`config.mk`:
```
export PLATFORM = sky130hd
export DESIGN_NAME = gle_control
export DESIGN_NICKNAME = d
export VERILOG_FILES = /design/src/rtl/gle_pkg.sv /design/src/rtl/gle_control.sv
export SDC_FILE = /design/constraint.sdc
export NUM_CORES = 1
export LEC_CHECK = 0
export BUFFER_PORTS_ARGS = -buffer_cell sky130_fd_sc_hd__buf_2
export CAP_MARGIN = 30
export CORE_MARGIN = 2
export CORE_UTILIZATION = 40
export DETAILED_ROUTE_END_ITERATION = 10
export PLACE_DENSITY = 0.79
export SLEW_MARGIN = 20
export SYNTH_ARGS = -nofsm -noshare
export SYNTH_HDL_FRONTEND = slang
export SYNTH_SLANG_ARGS = --single-unit
export TNS_END_PERCENT = 5
```
`constraint.sdc`:
```
create_clock -name clock -period 2 [get_ports clock]
set_clock_uncertainty 0.1 [all_clocks]
set_input_delay 0.1 -clock clock [delete_from_list [all_inputs] [get_ports clock]]
set_output_delay 0.1 -clock clock [all_outputs]
set_load 0.005 [all_outputs]
```
`src/rtl/gle_pkg.sv`:
```
// ----------------------------------------------------------------------------
// GIF LZW encoder package
// Shared widths, special codes and controller/datapath command structs.
// ----------------------------------------------------------------------------
package gle_pkg;

   localparam int CHAR_W      = 8;
   localparam int CODE_W      = 12;
   localparam int LINK_W      = 13;
   localparam int CWIDTH_W    = 4;
   localparam int ACC_W       = 32;
   localparam int CNT_W       = 6;

   localparam logic [CODE_W-1:0] CODE_CLEAR = 12'd256;
   localparam logic [CODE_W-1:0] CODE_END   = 12'd257;
   localparam logic [LINK_W-1:0] FIRST_FREE = 13'd258;
   localparam logic [LINK_W-1:0] FIRST_BUMP = 13'd512;
   localparam logic [CWIDTH_W-1:0] START_WIDTH = 4'd9;
   localparam logic [CWIDTH_W-1:0] MAX_WIDTH   = 4'd12;

   // Which code the packer appends
   typedef enum logic [1:0] {
      PUT_PREFIX,
      PUT_END
   } put_sel_type;

   // Controller to datapath
   typedef struct packed {
      logic        take_item;     // latch pixel and last flag
      logic        set_first;     // prefix <= pixel, have_prefix <= 1
      logic        head_rd;       // read bucket head
      logic        head_use;      // head read data valid: start walk
      logic        dict_rd;       // read dictionary at walk pointer
      logic        dict_use;      // dictionary data valid: compare
      logic        hit_take;      // prefix <= hit entry
      logic        miss_put;      // prefix <= pixel after a miss
      logic        add_entry;     // write new entry and bucket head
      logic        put_code;      // pack a code
      put_sel_type put_sel;
      logic        emit_byte;     // take one byte from accumulator
      logic        flush_byte;    // take partial byte
      logic        clear_step;    // clear one bucket head
      logic        clear_start;   // reset scalar state, start clearing pass
   } gle_cmd_type;

   // Datapath to controller
   typedef struct packed {
      logic have_prefix;
      logic last;
      logic match;        // compared entry matches
      logic chain_end;    // walk pointer is zero or out of range
      logic byte_ready;   // eight or more bits pending
      logic bits_left;    // some bits pending
      logic clear_done;   // clearing pass finished
   } gle_sts_type;

endpackage

```
`src/rtl/gle_control.sv`:
```
// ----------------------------------------------------------------------------
// GIF LZW encoder controller
// Sequences chain walk, entry add, code packing and byte output per item.
// ----------------------------------------------------------------------------
module gle_control (
   input  logic                 clock,
   input  logic                 reset,
   input  logic                 req_valid,
   output logic                 req_ready,
   output logic                 rsp_valid,
   input  logic                 rsp_ready,
   output logic                 run_last,
   output logic                 stream_end,
   output logic                 load_byte,
   output gle_pkg::gle_cmd_type cmd,
   input  gle_pkg::gle_sts_type sts
);
   typedef enum logic [3:0] {
      S_CLEAR, S_IDLE, S_DECIDE, S_HEAD, S_HEADUSE, S_DICT, S_CMP,
      S_ADD, S_EMIT, S_ENDP, S_ENDE, S_FLUSH, S_DONE
   } state_type;

   state_type state_ff, state_in;
   logic      out_full_ff;
   logic      after_ff, after_in;   // where S_EMIT returns
   logic      pend_ff;              // a byte held in output register is not yet known last
   logic      pend_last_ff;
   logic      out_last_ff, out_end_ff;
   logic      can_load;
   logic      want_load;            // a byte is waiting to enter the output register
   logic      fin_in;               // item processing finished, mark held byte last

   // Output register frees when empty or when its byte is taken
   assign rsp_valid = out_full_ff && !pend_ff;
   assign can_load  = !out_full_ff || (rsp_valid && rsp_ready);

   always_comb begin
      cmd       = '0;
      state_in  = state_ff;
      after_in  = after_ff;
      fin_in    = 1'b0;
      req_ready = 1'b0;
      load_byte = 1'b0;
      want_load = 1'b0;
      unique case (state_ff)
         S_CLEAR: if (sts.clear_done) state_in = S_IDLE;
         S_IDLE: begin
            req_ready = !pend_ff;
            if (req_valid && !pend_ff) begin
               cmd.take_item = 1'b1;
               state_in = S_DECIDE;
            end
         end
         S_DECIDE: begin
            if (!sts.have_prefix) begin
               cmd.set_first = 1'b1;
               state_in = sts.last ? S_ENDP : S_DONE;
            end else begin
               cmd.head_rd = 1'b1;
               state_in = S_HEAD;
            end
         end
         S_HEAD: begin
            cmd.head_use = 1'b1;
            state_in = S_HEADUSE;
         end
         S_HEADUSE: begin
            if (sts.chain_end) state_in = S_ADD;
            else begin
               cmd.dict_rd = 1'b1;
               state_in = S_DICT;
            end
         end
         S_DICT: state_in = S_CMP;
         S_CMP: begin
            if (sts.match) begin
               cmd.hit_take = 1'b1;
               state_in = sts.last ? S_ENDP : S_DONE;
            end else begin
               cmd.dict_use = 1'b1;
               state_in = S_HEADUSE;
            end
         end
         S_ADD: begin
            cmd.put_code  = 1'b1;
            cmd.put_sel   = gle_pkg::PUT_PREFIX;
            cmd.add_entry = 1'b1;
            cmd.miss_put  = 1'b1;
            after_in = 1'b0;
            state_in = S_EMIT;
         end
         S_ENDP: begin
            cmd.put_code = 1'b1;
            cmd.put_sel  = gle_pkg::PUT_PREFIX;
            after_in = 1'b1;
            state_in = S_EMIT;
         end
         S_EMIT: begin
            if (sts.byte_ready) begin
               want_load = 1'b1;
               if (can_load) begin
                  cmd.emit_byte = 1'b1;
                  load_byte = 1'b1;
               end
            end else if (after_ff) state_in = S_ENDE;
            else state_in = sts.last ? S_ENDP : S_DONE;
            if (!sts.byte_ready && !after_ff && sts.last) begin
               after_in = 1'b1;
            end
         end
         S_ENDE: begin
            cmd.put_code = 1'b1;
            cmd.put_sel  = gle_pkg::PUT_END;
            after_in = 1'b0;
            state_in = S_FLUSH;
         end
         S_FLUSH: begin
            if (sts.byte_ready) begin
               want_load = 1'b1;
               if (can_load) begin
                  cmd.emit_byte = 1'b1;
                  load_byte = 1'b1;
               end
            end else if (sts.bits_left) begin
               want_load = 1'b1;
               if (can_load) begin
                  cmd.flush_byte = 1'b1;
                  load_byte = 1'b1;
                  state_in = S_DONE;
               end
            end else state_in = S_DONE;
         end
         S_DONE: begin
            fin_in = 1'b1;
            if (sts.last) cmd.clear_start = 1'b1;
            state_in = sts.last ? S_CLEAR : S_IDLE;
         end
         default: state_in = S_IDLE;
      endcase
   end

   // S_EMIT after prefix code of a miss falls to S_ENDP when last; the
   // after flag is set then so the end code follows.
   always_ff @(posedge clock) begin
      if (reset) begin
         state_ff    <= S_CLEAR;
         after_ff    <= 1'b0;
         out_full_ff <= 1'b0;
         pend_ff     <= 1'b0;
      end else begin
         state_ff <= state_in;
         after_ff <= after_in;
         if (load_byte) begin
            out_full_ff <= 1'b1;
            pend_ff     <= 1'b1;
         end else begin
            if (rsp_valid && rsp_ready) out_full_ff <= 1'b0;
            // Held byte shows once the next byte or the item end is known
            if ((want_load || fin_in) && pend_ff) pend_ff <= 1'b0;
         end
      end
      if (load_byte) begin
         out_last_ff  <= 1'b0;
         out_end_ff   <= 1'b0;
         pend_last_ff <= sts.last;
      end else if (fin_in && pend_ff) begin
         out_last_ff <= 1'b1;
         out_end_ff  <= pend_last_ff;
      end
   end

   assign run_last   = out_last_ff;
   assign stream_end = out_end_ff;
endmodule

```
### After elaboration in Yosys (flattened, before gate mapping)

Index checks and enable logic that the tools add are counted.

* register bits after elaboration: 10

* equality and inequality tests: 18
* muxes and demuxes: 48
* reduce and logical (&&, ||, !) cells: 22

Operator list (number)
* one-hot mux 4 bit (12 select lines): 1
* two-way mux 4 bit: 8
* two-way mux 1 bit: 29
* == test 4 bit (second input constant): 5
* == test 4 x 3 -> 1 bit (second input constant): 4
* inequality test 2 bit (second input constant): 5
* == test 4 x 2 -> 1 bit (second input constant): 2
* two-way mux 2 bit: 4
* logical AND 1 bit: 7
* two-way mux 3 bit: 2
* one-hot mux 3 bit (2 select lines): 1
* OR reduction 2 bit: 3
* AND reduction 5 bit: 1
* == test 4 x 1 -> 1 bit (second input constant): 1
* logical NOT 1 bit: 4
* logical NOT 4 bit: 1
* one-hot mux 1 bit (2 select lines): 2
* nonzero test 2 bit: 2
* inequality test 3 bit (second input constant): 1
* one-hot mux 1 bit (3 select lines): 1
* nonzero test 3 bit: 1
* logical OR 1 bit: 2
* AND reduction 2 bit: 1

### Logic depth before layout (Yosys ltp)

Gate-level depths: netlist of run 1.

* depth after elaboration: 9
* depth in mapped cells: 6
* gate-level depth less buffers: 4

### Worst setup path after synthesis of run 1

OpenSTA, ideal clock, no wires.

* kind: register -> register
* start point: register state_ff[2]
* end point: register state_ff[1]
* setup slack: 0.398 ns
* data required time: 1.808 ns
* clock period less this slack: 1.602 ns
* arrival time: 1.410 ns
* cell stages (with the launch flop): 7
* setup time: 0.092 ns
* cells stage by stage: dfxtp_1 -> buf_6 -> nand2b_4 -> buf_6 -> or4b_1 -> a31o_1 -> o32ai_1

* longest elaborated chain between the ends: 3
* elaborated cells between the ends (all ways): 21

Ends and longest elaborated chain
* start: declaration: RTL line gle_control.sv:23 `state_type state_ff, state_in;`
* start signal: assignment: RTL line gle_control.sv:151 `state_ff <= state_in;`
* == test 4 x 3 -> 1 bit, or another cell as far along: RTL line gle_control.sv:45 `unique case (state_ff)`
* OR reduction 2 bit (no source line), or another cell as far along
* one-hot mux 4 bit (12 select lines) or AND reduction 5 bit (tied branches)

Several ways; a longest one is shown, not always the timed one.
A chain may end at the register's enable or synchronous reset.

### Worst setup path in the final report of run 1

* start point: register state_ff[0]
* end point: output port load_byte

* longest elaborated chain between the ends: 2
* elaborated cells between the ends (all ways): 3

Ends and longest elaborated chain
* == test 4 bit: RTL line gle_control.sv:45
* one-hot mux 1 bit (2 select lines) *: RTL line gle_control.sv:45
* end: declaration: RTL line gle_control.sv:14 `output logic load_byte,`

Every way passes the cells marked *; elsewhere a longest branch is shown, timed or not.

==> results of run 1 <==
metrics by stage:
| stage | hold slack, ns | setup WS, ns |
|---|---|---|
| finish | 0.0447 | 0.230 |
| global route | 0.0483 | 0.0828 |
| detailed placement | 0.271 | 0.214 |
| global placement | 0.260 | 0.301 |
| floorplan | 0.0691 | 0.398 |
| CTS | 0.0326 | 0.0219 |
layout make-up:
cell class | instances | area (sq um) | share of cell area (%)
Inverter | 9 | 33.8 | 3.27
Clock buffer | 4 | 36.3 | 3.51
Sequential cell | 10 | 214 | 20.7
Multi-Input combinational cell | 83 | 531 | 51.3
Tap cell | 27 | 33.8 | 3.27
Timing Repair Buffer | 34 | 185 | 17.9
synth_stat cells (3+ instances only):
library cell and count:
sky130_fd_sc_hd__nor2_1 10, sky130_fd_sc_hd__dfxtp_1 9, sky130_fd_sc_hd__inv_1 9, sky130_fd_sc_hd__a21oi_1 7
sky130_fd_sc_hd__nand2b_1 6, sky130_fd_sc_hd__nand2_1 5, sky130_fd_sc_hd__nor3_1 5, sky130_fd_sc_hd__buf_2 4
sky130_fd_sc_hd__nor4_1 4, sky130_fd_sc_hd__buf_1 3, sky130_fd_sc_hd__buf_4 3, sky130_fd_sc_hd__nand3_1 3
sky130_fd_sc_hd__nor2b_1 3, sky130_fd_sc_hd__o21ai_0 3, sky130_fd_sc_hd__o22ai_1 3, sky130_fd_sc_hd__o32ai_1 3
how the worst min path moves through the flow:
stage               startpoint      endpoint  slack, ns  cells after the start
finish                  sts[5]  pend_last_ff       0.04                      1
global route            sts[5]  pend_last_ff       0.05                      1
floorplan                reset   out_full_ff       0.07                      1
detailed placement       reset   out_full_ff       0.27                      2
CTS                     sts[5]  pend_last_ff       0.03                      1
global placement         reset   out_full_ff       0.26                      2
logic make-up (layout without fill, tap and decap cells):
logic type,count (synthesis),count (layout),share of synthesized area (%)
AO/OA/AOI/OAI,32,32,27.0
XOR/XNOR,1,1,1.04
buffers and inverters,22,47,13.5
flip-flops,10,10,25.0
multiplexers,1,1,1.19
other,1,2,0.445
AND/OR/NAND/NOR,47,47,31.8
state kept, by name, indices dropped and copies added, names as in the netlist:
name          count
after_ff          1
out_full_ff       1
pend_ff           1
pend_last_ff      1
run_last          1
state_ff          4
stream_end        1
report_power, final:
group | leakage, nW | internal (W) | switching (W)
clock network | 0.0210 | 0.000111 | 0.0000786
logic | 0.355 | 0.0000522 | 0.0000627
registers | 0.0840 | 0.000218 | 0.0000150
total | 0.460 | 0.000380 | 0.000156
timing repair:
action	in CTS	in global routing
hold endpoints to repair	3	0
setup endpoints to repair	0	2
resized for setup	0	5
hold buffers	1	0
critical path, delay by kind of cell (launching register included):
| kind | cells | cell delay, ns |
|---|---|---|
| compound gates | 1 | 0.15 |
| buf+inv | 1 | 0.16 |
| simple gates | 1 | 0.21 |
| flops | 1 | 0.53 |
| xor+xnor | 1 | 0.25 |
routing by layer:
metal	part of all wire [%]	vias to the layer above
li1	-	465
met1	43	437
met2	48	51
met3	8.1	2
met4	0.52	0
met5	0	-
==> results.ini, run 1 <==
[final_layout]
drive_gt1_share_pct = 31.4
antenna-diode-count = 0
fillers = 175
finalNetCount = 152
stdcell_count = 167
layout.core_utilization_pct = 52.1
final_common_cell = sky130_fd_sc_hd__buf_2
design_area_sq_mm = 0.00103
layout_common_cells = sky130_fd_sc_hd__buf_2 (29), sky130_fd_sc_hd__nor2_1 (9), sky130_fd_sc_hd__inv_1 (9)
layout-area-overhead-vs-synth_pct = 22.7

[yosys]
synth_largest_area_cell = sky130_fd_sc_hd__dfxtp_1
synthFlopType = sky130_fd_sc_hd__dfxtp_1
post_synth.cell_area_avg_sq_um = 7.39
yosys.area.top_type_share_pct = 21.4
synth_cell_type_count = 43
async_reset_ff_share_pct = 0
sequential_area_share_after_synthesis_pct = 25.0
synth_seq_cells = 10
synthesis.area_sq_um = 842
synth.top_cells.by_area = sky130_fd_sc_hd__dfxtp_1 (21%), sky130_fd_sc_hd__nand2b_1 (4.5%), sky130_fd_sc_hd__nor2_1 (4.5%)
synth.yosys.warnings = 0
synth_edf_count = 1
synthCells = 114

[timing]
timing_max_transition_violations_final = 0
count_of_endpoints_failing_hold_in_the_final_timing_report = 0
post_route_clock_period_utilization_pct = 88.5
layout_min_cycle_time_ns = 1.77
finalSetupViolations = 0
tns_ns = 0
maxClockFrequency_mhz = 565
grt_setup_unrepaired = no

[clock_tree]
clk_pin_slew_ns = 0.08
cts_max_path_buffers = 2
clk_latency_ns = 0.27
tritoncts.num_buffers = 3
cts_setup_buffers = 0
clk_root_buffer_cell = sky130_fd_sc_hd__clkbuf_4
cts_h_tree_depth = 1
clkSinkCount = 10
tritoncts = done

[route]
routed_via_density = 5.72
detail_route.iter0.violations = 44
ant_nets = 0
num_vias = 955
detail_route.wirelength_mm = 2.32
drc = 0
detail_route.wl_per_cell_um = 13.9
dr.pass1.iters = 4

[critical_path]
setup.worst_path.end_class = primary output
critical_path.max_stage_delay_ns = 0.53
rr_startpoint = state_ff[0]
crit_required_ns = 1.80
crit_type = reg2out
worst_setup_path_startpoint = state_ff[0]
worstRegToRegCells = 4
worstPathMaxFanout = 10
critical_path_cell_with_the_highest_stage_delay = sky130_fd_sc_hd__dfxtp_1
arrival_ns = 1.57
timing.critical_path.to = load_byte
regToRegEndpoint = state_ff[0]
critPathLaunchType = flop
timing.reg2reg.setup_slack_ns = 0.35
timing.critical_path.cells = xnor2_1 -> a2bb2oi_2 -> nor2_2 -> buf_2

[power_and_ir_drop]
p_leak_nw = 0.460
cellPowerDensity_mw_per_mm2 = 519
total_power_w = 0.000537
power.ir.vdd_worst_v = 0.000255

[min_path]
hp-class = in2reg

[global_route]
grt_use_met3_pct = 3.33
busiest_layer = met2
grt_use_met2_pct = 30.2
antenna_found_initial = 0
globalRoute.totalOverflow = 0
global_route_wire_length_before_repair_mm = 3.86
grt_pass1_vias = 891
largest_net_degree_at_the_start_of_global_routing = 13
global_route.usage.total_pct = 19.7
gr-usage-met1_pct = 26.4

[floorplan]
io_pins = 32
fp.coreArea_sq_mm = 0.00198
start_util_pct = 42.5
fp.dieArea_sq_mm = 0.00249
chipWidth_um = 49.9
std_cell_rows = 16
die_y_um = 49.9

[placement]
numPlacedInstances = 162
placed_cell_area_sq_um = 975
io_buffers = 29
gp_congestion = 0.908
place.detailed.hpwl_mm = 1.70

[status]
status = complete, no violations

[run]
maxCapViolations = 0

Power figures use the tool's default switching activity.
==> run 2: changes to the inputs <==
--- a/config.mk
+++ b/config.mk
@@ -11,6 +11,7 @@
 export CORE_UTILIZATION = 40
 export DETAILED_ROUTE_END_ITERATION = 10
 export PLACE_DENSITY = 0.79
+export RECOVER_POWER = 100
 export SLEW_MARGIN = 20
 export SYNTH_ARGS = -nofsm -noshare
 export SYNTH_HDL_FRONTEND = slang
==> constraint.sdc (replaced) <==
create_clock -name clock -period 2 [get_ports clock]
set_clock_uncertainty 0.1 [all_clocks]
set_input_delay 0.2 -clock clock [delete_from_list [all_inputs] [get_ports clock]]
set_output_delay 0.2 -clock clock [all_outputs]
set_load 0.005 [all_outputs]
==> run 2 against run 1 <==
  * Clock power shrank 2%
  * Maximum frequency shrank 4.9%
  * Largest power group unchanged
  * Sequential power is essentially flat
  * Clock-buffer cell count is the same
  * Hold slack gained 0.042 ns
  * Routed wire length grew 2.0%
  * Critical path type unchanged
  * First-iteration DRC count shrank 41%
  * Register-to-register slack lost 0.04 ns
  * Utilization shrank 1.5 points
  * Combinational power is essentially flat
==> results.ini, run 2 (synthesis gave the netlist of run 1 again) <==
[status]
status = complete, no violations

[floorplan]
io_pins = 32  ; unchanged
std_cell_rows = 16  ; unchanged
die_y_um = 49.9  ; unchanged
start_util_pct = 42.5  ; unchanged
fp.dieArea_sq_mm = 0.00249  ; unchanged
chipWidth_um = 49.9  ; unchanged
fp.coreArea_sq_mm = 0.00198  ; unchanged

[power_and_ir_drop]
power.ir.vdd_worst_v = 0.000281  ; +10%
p_leak_nw = 0.410  ; -11%
cellPowerDensity_mw_per_mm2 = 530  ; +2.1%

[global_route]
global_route_wire_length_before_repair_mm = 3.88  ; +0.52%
global_route.usage.total_pct = 19.9  ; +0.20 points
antenna_found_initial = 0  ; unchanged
globalRoute.totalOverflow = 0  ; unchanged
grt_pass1_vias = 874  ; -1.9%
largest_net_degree_at_the_start_of_global_routing = 15  ; +2

[critical_path]
worstPathMaxFanout = 9  ; -1
critical_path_cell_with_the_highest_stage_delay = sky130_fd_sc_hd__dfxtp_1
worst_setup_path_startpoint = state_ff[0]
worst-path-stages = 4  ; unchanged
path_buf_inv = 2  ; +1
setup.worst_path.end_class = primary output
critical-path-top-delay-family = buffers and inverters
worstRegToRegCells = 4  ; unchanged
timing.reg2reg.setup_slack_ns = 0.31  ; -0.04 ns
arrival_ns = 1.56  ; about the same
crit_type = reg2out
regToRegEndpoint = after_ff
rr_startpoint = state_ff[3]
timing.critical_path.cells = clkbuf_1 -> nand2_1 -> o22ai_1 -> clkbuf_2
timing.critical_path.to = cmd[6]
critical_path.max_stage_delay_ns = 0.44  ; -0.09 ns
crit_required_ns = 1.70  ; -0.10 ns
critPathLaunchType = flop

[final_layout]
stdcell_count = 167  ; unchanged
finalNetCount = 152  ; unchanged
layout-area-overhead-vs-synth_pct = 19.3
top_register = state_ff
antenna-diode-count = 0  ; unchanged
layout_common_cells = sky130_fd_sc_hd__buf_2 (15), sky130_fd_sc_hd__clkbuf_1 (11), sky130_fd_sc_hd__nor2_1 (9), sky130_fd_sc_hd__inv_1 (9), sky130_fd_sc_hd__dfxtp_1 (8)
largest_reg_flops = 4  ; unchanged
final_common_cell = sky130_fd_sc_hd__buf_2
drive_gt1_share_pct = 22.1  ; -9.3 points

[timing]
tns_ns = 0  ; unchanged
finalSetupViolations = 0  ; unchanged
timing_max_transition_violations_final = 0  ; unchanged
grt_setup_unrepaired = no
maxClockFrequency_mhz = 537  ; -4.9%
final.hold.worst_slack_ns = 0.0864  ; +0.0417 ns
post_route_clock_period_utilization_pct = 93.1  ; +4.6 points
layout_min_cycle_time_ns = 1.86  ; +0.0915 ns
count_of_endpoints_failing_hold_in_the_final_timing_report = 0  ; unchanged

[placement]
place.detailed.hpwl_mm = 1.82  ; +7.2%
numPlacedInstances = 163  ; +0.62%
io_buffers = 29  ; unchanged
gp_congestion = 0.922  ; +1.6%

[clock_tree]
total_of_hold_buffers_inserted_after_clock_tree_synthesis = 0  ; -1
clk_pin_slew_ns = 0.07  ; about the same
cts_h_tree_depth = 1  ; unchanged
clkSinkCount = 10  ; unchanged
clk_root_buffer_cell = sky130_fd_sc_hd__clkbuf_4
tritoncts = done
cts_max_path_buffers = 2  ; unchanged
clk_latency_ns = 0.27  ; about the same
tritoncts.num_buffers = 3  ; unchanged

[route]
detail_route.iter0.violations = 26  ; -41%
detail_route.wl_per_cell_um = 14.2  ; +2.0%
dr.pass1.iters = 4  ; unchanged
num_vias = 962  ; +0.73%
drc = 0  ; unchanged
detail_route.wirelength_mm = 2.36  ; +2.0%
ant_nets = 0  ; unchanged
routed_via_density = 5.76  ; +0.73%

[min_path]
timing.hold.worst.start = reset
hp-class = in2reg

[run]
maxCapViolations = 0  ; unchanged

[run 2: cell count changes in the layout (fill, tap and decap cells not counted), moves of 2 or more]
cell                       previous run  this run
sky130_fd_sc_hd__clkbuf_2             0         5
sky130_fd_sc_hd__dfxtp_2              3         1
sky130_fd_sc_hd__buf_2               29        15
sky130_fd_sc_hd__clkbuf_1             0        11
sky130_fd_sc_hd__dfxtp_1              6         8
[run 2: metal layers]
metal  part of all wire, %  GRT usage [%]  vias up
met1                    43           24.7      444
met3                   7.8           5.76        5
met4                   1.2           5.09        0
li1                      -              -      465
met5                     0              0        -
met2                    48           33.3       48
[run 2: worst min path at each step]
| stage | end | slack, ns | cells after the start |
|---|---|---|---|
| after floorplan | out_full_ff | 0.17 | 1 |
| after global routing | out_full_ff | 0.08 | 2 |
| final | out_full_ff | 0.09 | 2 |
| after CTS | out_full_ff | 0.08 | 2 |
| after global placement | run_last | 0.33 | 2 |
| after detailed placement | run_last | 0.35 | 2 |
[run 2: power by group]
group          leakage [nW]  total (W)  internal, W  switching (W)
clock network        0.0210   0.000185     0.000111      0.0000749
logic                 0.306   0.000117    0.0000497      0.0000673
registers            0.0830   0.000230     0.000218      0.0000125
[run 2: through the flow]
stage | setup WS, ns | area, sq um | utilization [%] | total power (W)
floorplan | 0.398 | 846 | - | 0.000303
global placement | 0.349 | 982 | 49.6 | 0.000348
detailed placement | 0.283 | 982 | 49.6 | 0.000353
CTS | 0.0690 | 1020 | 51.5 | 0.000536
global route | 0.0344 | 1000 | 50.7 | 0.000568
finish | 0.139 | 1000 | 50.7 | 0.000533
[run 2: cell type report]
type / count / area (sq um)
clock buffers: 4 / 36.3
fillers: 207 / 977
inverters: 9 / 33.8
multi-input cells: 83 / 526
flip-flops and latches: 10 / 211
well taps: 27 / 33.8
repair buffers: 34 / 164
[run 2: worst register-to-register path, cell delays in order, from the launching register on]
cell and delay (ns):
sky130_fd_sc_hd__dfxtp_1 0.52, sky130_fd_sc_hd__nand2b_4 0.15, sky130_fd_sc_hd__a211oi_1 0.35, sky130_fd_sc_hd__o22ai_1 0.15, sky130_fd_sc_hd__a221oi_1 0.32
[run 2: repair_timing]
action,4_1_cts,5_1_grt
endpoints found under the hold margin,0,0
resized for setup,1,2
cloned,0,0
endpoints found under the setup margin,1,1
buffers inserted,0,0
==> run 3: changes to the inputs <==
--- a/config.mk
+++ b/config.mk
@@ -8,10 +8,10 @@
 export BUFFER_PORTS_ARGS = -buffer_cell sky130_fd_sc_hd__buf_2
 export CAP_MARGIN = 30
 export CORE_MARGIN = 2
-export CORE_UTILIZATION = 40
+export CORE_UTILIZATION = 48
 export DETAILED_ROUTE_END_ITERATION = 10
-export PLACE_DENSITY = 0.79
-export RECOVER_POWER = 100
+export PLACE_DENSITY = 0.9
+export RECOVER_POWER = 25
 export SLEW_MARGIN = 20
 export SYNTH_ARGS = -nofsm -noshare
 export SYNTH_HDL_FRONTEND = slang
==> run 3 against run 2 <==
  * Routed wire length is 4.6% lower
  * Global-route usage increased by 3.1 points
  * Worst setup slack worse by 0.017 ns
  * Clock power up 2%
  * Hold slack got worse by 0.025 ns
  * Sequential share of layout area down 0.18 points
  * Combinational power hardly changed
  * Sequential cell count did not move
  * Maximum frequency fell by 0.92%
  * Via count down 0.31%
  * Non-clock buffer count down 1
  * Critical endpoint is now cmd[11]
==> results.ini, run 3 (synthesis gave the netlist of run 1 again) <==
[clock_tree]
tritoncts = done
cts_h_tree_depth = 1  ; unchanged
cts_max_path_buffers = 2  ; unchanged
total_of_hold_buffers_inserted_after_clock_tree_synthesis = 0  ; unchanged
clk_root_buffer_cell = sky130_fd_sc_hd__clkbuf_4
clk_pin_slew_ns = 0.07  ; about the same
clkSinkCount = 10  ; unchanged
clk_latency_ns = 0.28  ; about the same
tritoncts.num_buffers = 3  ; unchanged

[timing]
grt_setup_unrepaired = no
count_of_endpoints_failing_hold_in_the_final_timing_report = 0  ; unchanged
tns_ns = 0  ; unchanged
finalWorstSetupSlack_ns = 0.121  ; -0.0174 ns
post_route_clock_period_utilization_pct = 93.9  ; +0.87 points
finalSetupViolations = 0  ; unchanged
timing_max_transition_violations_final = 0  ; unchanged
layout_min_cycle_time_ns = 1.88  ; +0.0174 ns
maxClockFrequency_mhz = 532  ; -0.92%

[critical_path]
critPathLaunchType = flop
critical_path.max_stage_delay_ns = 0.42  ; -0.02 ns
crit_required_ns = 1.70  ; about the same
timing.critical_path.cells = buf_4 -> or2b_4 -> nor4_1 -> buf_2
worstRegToRegCells = 4  ; unchanged
arrival_ns = 1.58  ; +0.02 ns
rr_startpoint = state_ff[2]
timing.reg2reg.setup_slack_ns = 0.29  ; -0.02 ns
setup.worst_path.end_class = primary output
worst_setup_path_startpoint = state_ff[2]
regToRegEndpoint = state_ff[0]
worstPathMaxFanout = 14  ; +5
critical_path_cell_with_the_highest_stage_delay = sky130_fd_sc_hd__dfxtp_1
timing.critical_path.to = cmd[11]
crit_type = reg2out

[power_and_ir_drop]
p_leak_nw = 0.448  ; +9.3%
power.ir.vdd_worst_v = 0.000213  ; -24%
power_frac_clock_pct = 35.5  ; +0.7 points
cellPowerDensity_mw_per_mm2 = 530  ; about the same
switching_power_total_w = 0.000156  ; +1.0%
sequentialPowerShare_pct = 42.3  ; -0.9 points
p_sw_share_pct = 29.3  ; +0.22 points
combPwrFrac_pct = 22.2  ; +0.2 points
internal-power_w = 0.000378  ; about the same

[placement]
gp_congestion = 0.867  ; -6.0%
numPlacedInstances = 152  ; -6.7%
place.detailed.hpwl_mm = 1.64  ; -9.8%
placement_stage_worst_setup_slack_ns = 0.291  ; +0.00772 ns
io_buffers = 29  ; unchanged

[route]
dr.pass1.iters = 4  ; unchanged
num_vias = 959  ; -0.31%
detail_route.wl_per_cell_um = 14.5  ; +2.1%
drc = 0  ; unchanged
detail_route.wirelength_mm = 2.26  ; -4.6%
routed_via_density = 6.15  ; +6.7%
detail_route.iter0.violations = 34  ; +31%
ant_nets = 0  ; unchanged

[floorplan]
start_util_pct = 49.9  ; +7.4 points
std_cell_rows = 15  ; -1
die_y_um = 45.9  ; -8.0%
fp.coreArea_sq_mm = 0.00169  ; -15%
io_pins = 32  ; unchanged
fp.dieArea_sq_mm = 0.00211  ; -15%
chipWidth_um = 45.9  ; -8.0%

[min_path]
hold-path-cell-count = 2  ; unchanged
hp-class = in2reg

[final_layout]
antenna-diode-count = 0  ; unchanged
largest_reg_flops = 4  ; unchanged
final_common_cell = sky130_fd_sc_hd__buf_2
finalNetCount = 151  ; -0.66%
top_register = state_ff
drive_gt1_share_pct = 28.1  ; +5.9 points
layout_common_cells = sky130_fd_sc_hd__buf_2 (26), sky130_fd_sc_hd__nor2_1 (9), sky130_fd_sc_hd__inv_1 (9), sky130_fd_sc_hd__dfxtp_1 (9), sky130_fd_sc_hd__a21oi_1 (7)
stdcell_count = 156  ; -6.6%
layout-area-overhead-vs-synth_pct = 19.6

[global_route]
grt_pass1_vias = 824  ; -5.7%
global_route_wire_length_before_repair_mm = 3.56  ; -8.3%
global_route.usage.total_pct = 23.0  ; +3.1 points
antenna_found_initial = 0  ; unchanged
globalRoute.totalOverflow = 0  ; unchanged
largest_net_degree_at_the_start_of_global_routing = 20  ; +5

[status]
status = complete, no violations

[run]
maxCapViolations = 0  ; unchanged

==> run 3: cell count changes in the layout (fill, tap and decap cells not counted), sizes merged <==
| cell | before | now |
|---|---|---|
| clkbuf | 20 | 7 |
| buf | 18 | 30 |
==> run 3: repair_timing <==
item	CTS	global route
setup endpoints to repair	0	2
resized for setup	0	3
setup buffers	0	0
==> run 3: per-stage QoR <==
stage               hold slack (ns)  util, %  total power (W)  area [sq um]
floorplan                     0.169        -         0.000303           846
global placement              0.333     57.0         0.000344           962
detailed placement            0.335     57.0         0.000348           962
CTS                          0.0558     59.1         0.000535           998
global route                 0.0667     59.6         0.000561          1010
finish                       0.0609     59.6         0.000534          1010
==> run 3: critical path: cells and delay by family (launching register included) <==
kind | cells | cell delay, ns
and+or+nand+nor | 2 | 0.49
DFF | 1 | 0.42
buffers and inverters | 2 | 0.40
==> run 3: how the worst min path moves through the flow <==
stage,slack (ns),end,start
2_1_floorplan,0.17,out_full_ff,reset
3_5_place_dp,0.33,run_last,run_last
5_1_grt,0.07,out_full_ff,reset
4_1_cts,0.06,out_full_ff,reset
6_report,0.06,out_full_ff,reset
3_3_place_gp,0.33,run_last,run_last
==> run 3: cell type report <==
| cell class | count | area [sq um] |
|---|---|---|
| Timing Repair Buffer | 33 | 171 |
| Sequential cell | 10 | 210 |
| Clock buffer | 4 | 36.3 |
| Fill cell | 153 | 682 |
| Inverter | 9 | 33.8 |
| Tap cell | 17 | 21.3 |
| Multi-Input combinational cell | 83 | 534 |
==> run 3: metal layers <==
metal	wire length, um	GRT usage [%]	up-vias
li1	-	-	460
met1	969	28.1	444
met2	1120	39.7	49
met3	128	3.57	6
met4	38	8.57	0
met5	0	0	-
==> run 3: power by group through the flow <==
stage | clock network, W | registers [W] | logic, W
finish | 0.000189 | 0.000226 | 0.000118
global route | 0.000198 | 0.000228 | 0.000136
CTS | 0.000191 | 0.000226 | 0.000118
detailed placement | 0 | 0.000231 | 0.000117
global placement | 0 | 0.000230 | 0.000114
floorplan | 0 | 0.000229 | 0.0000737
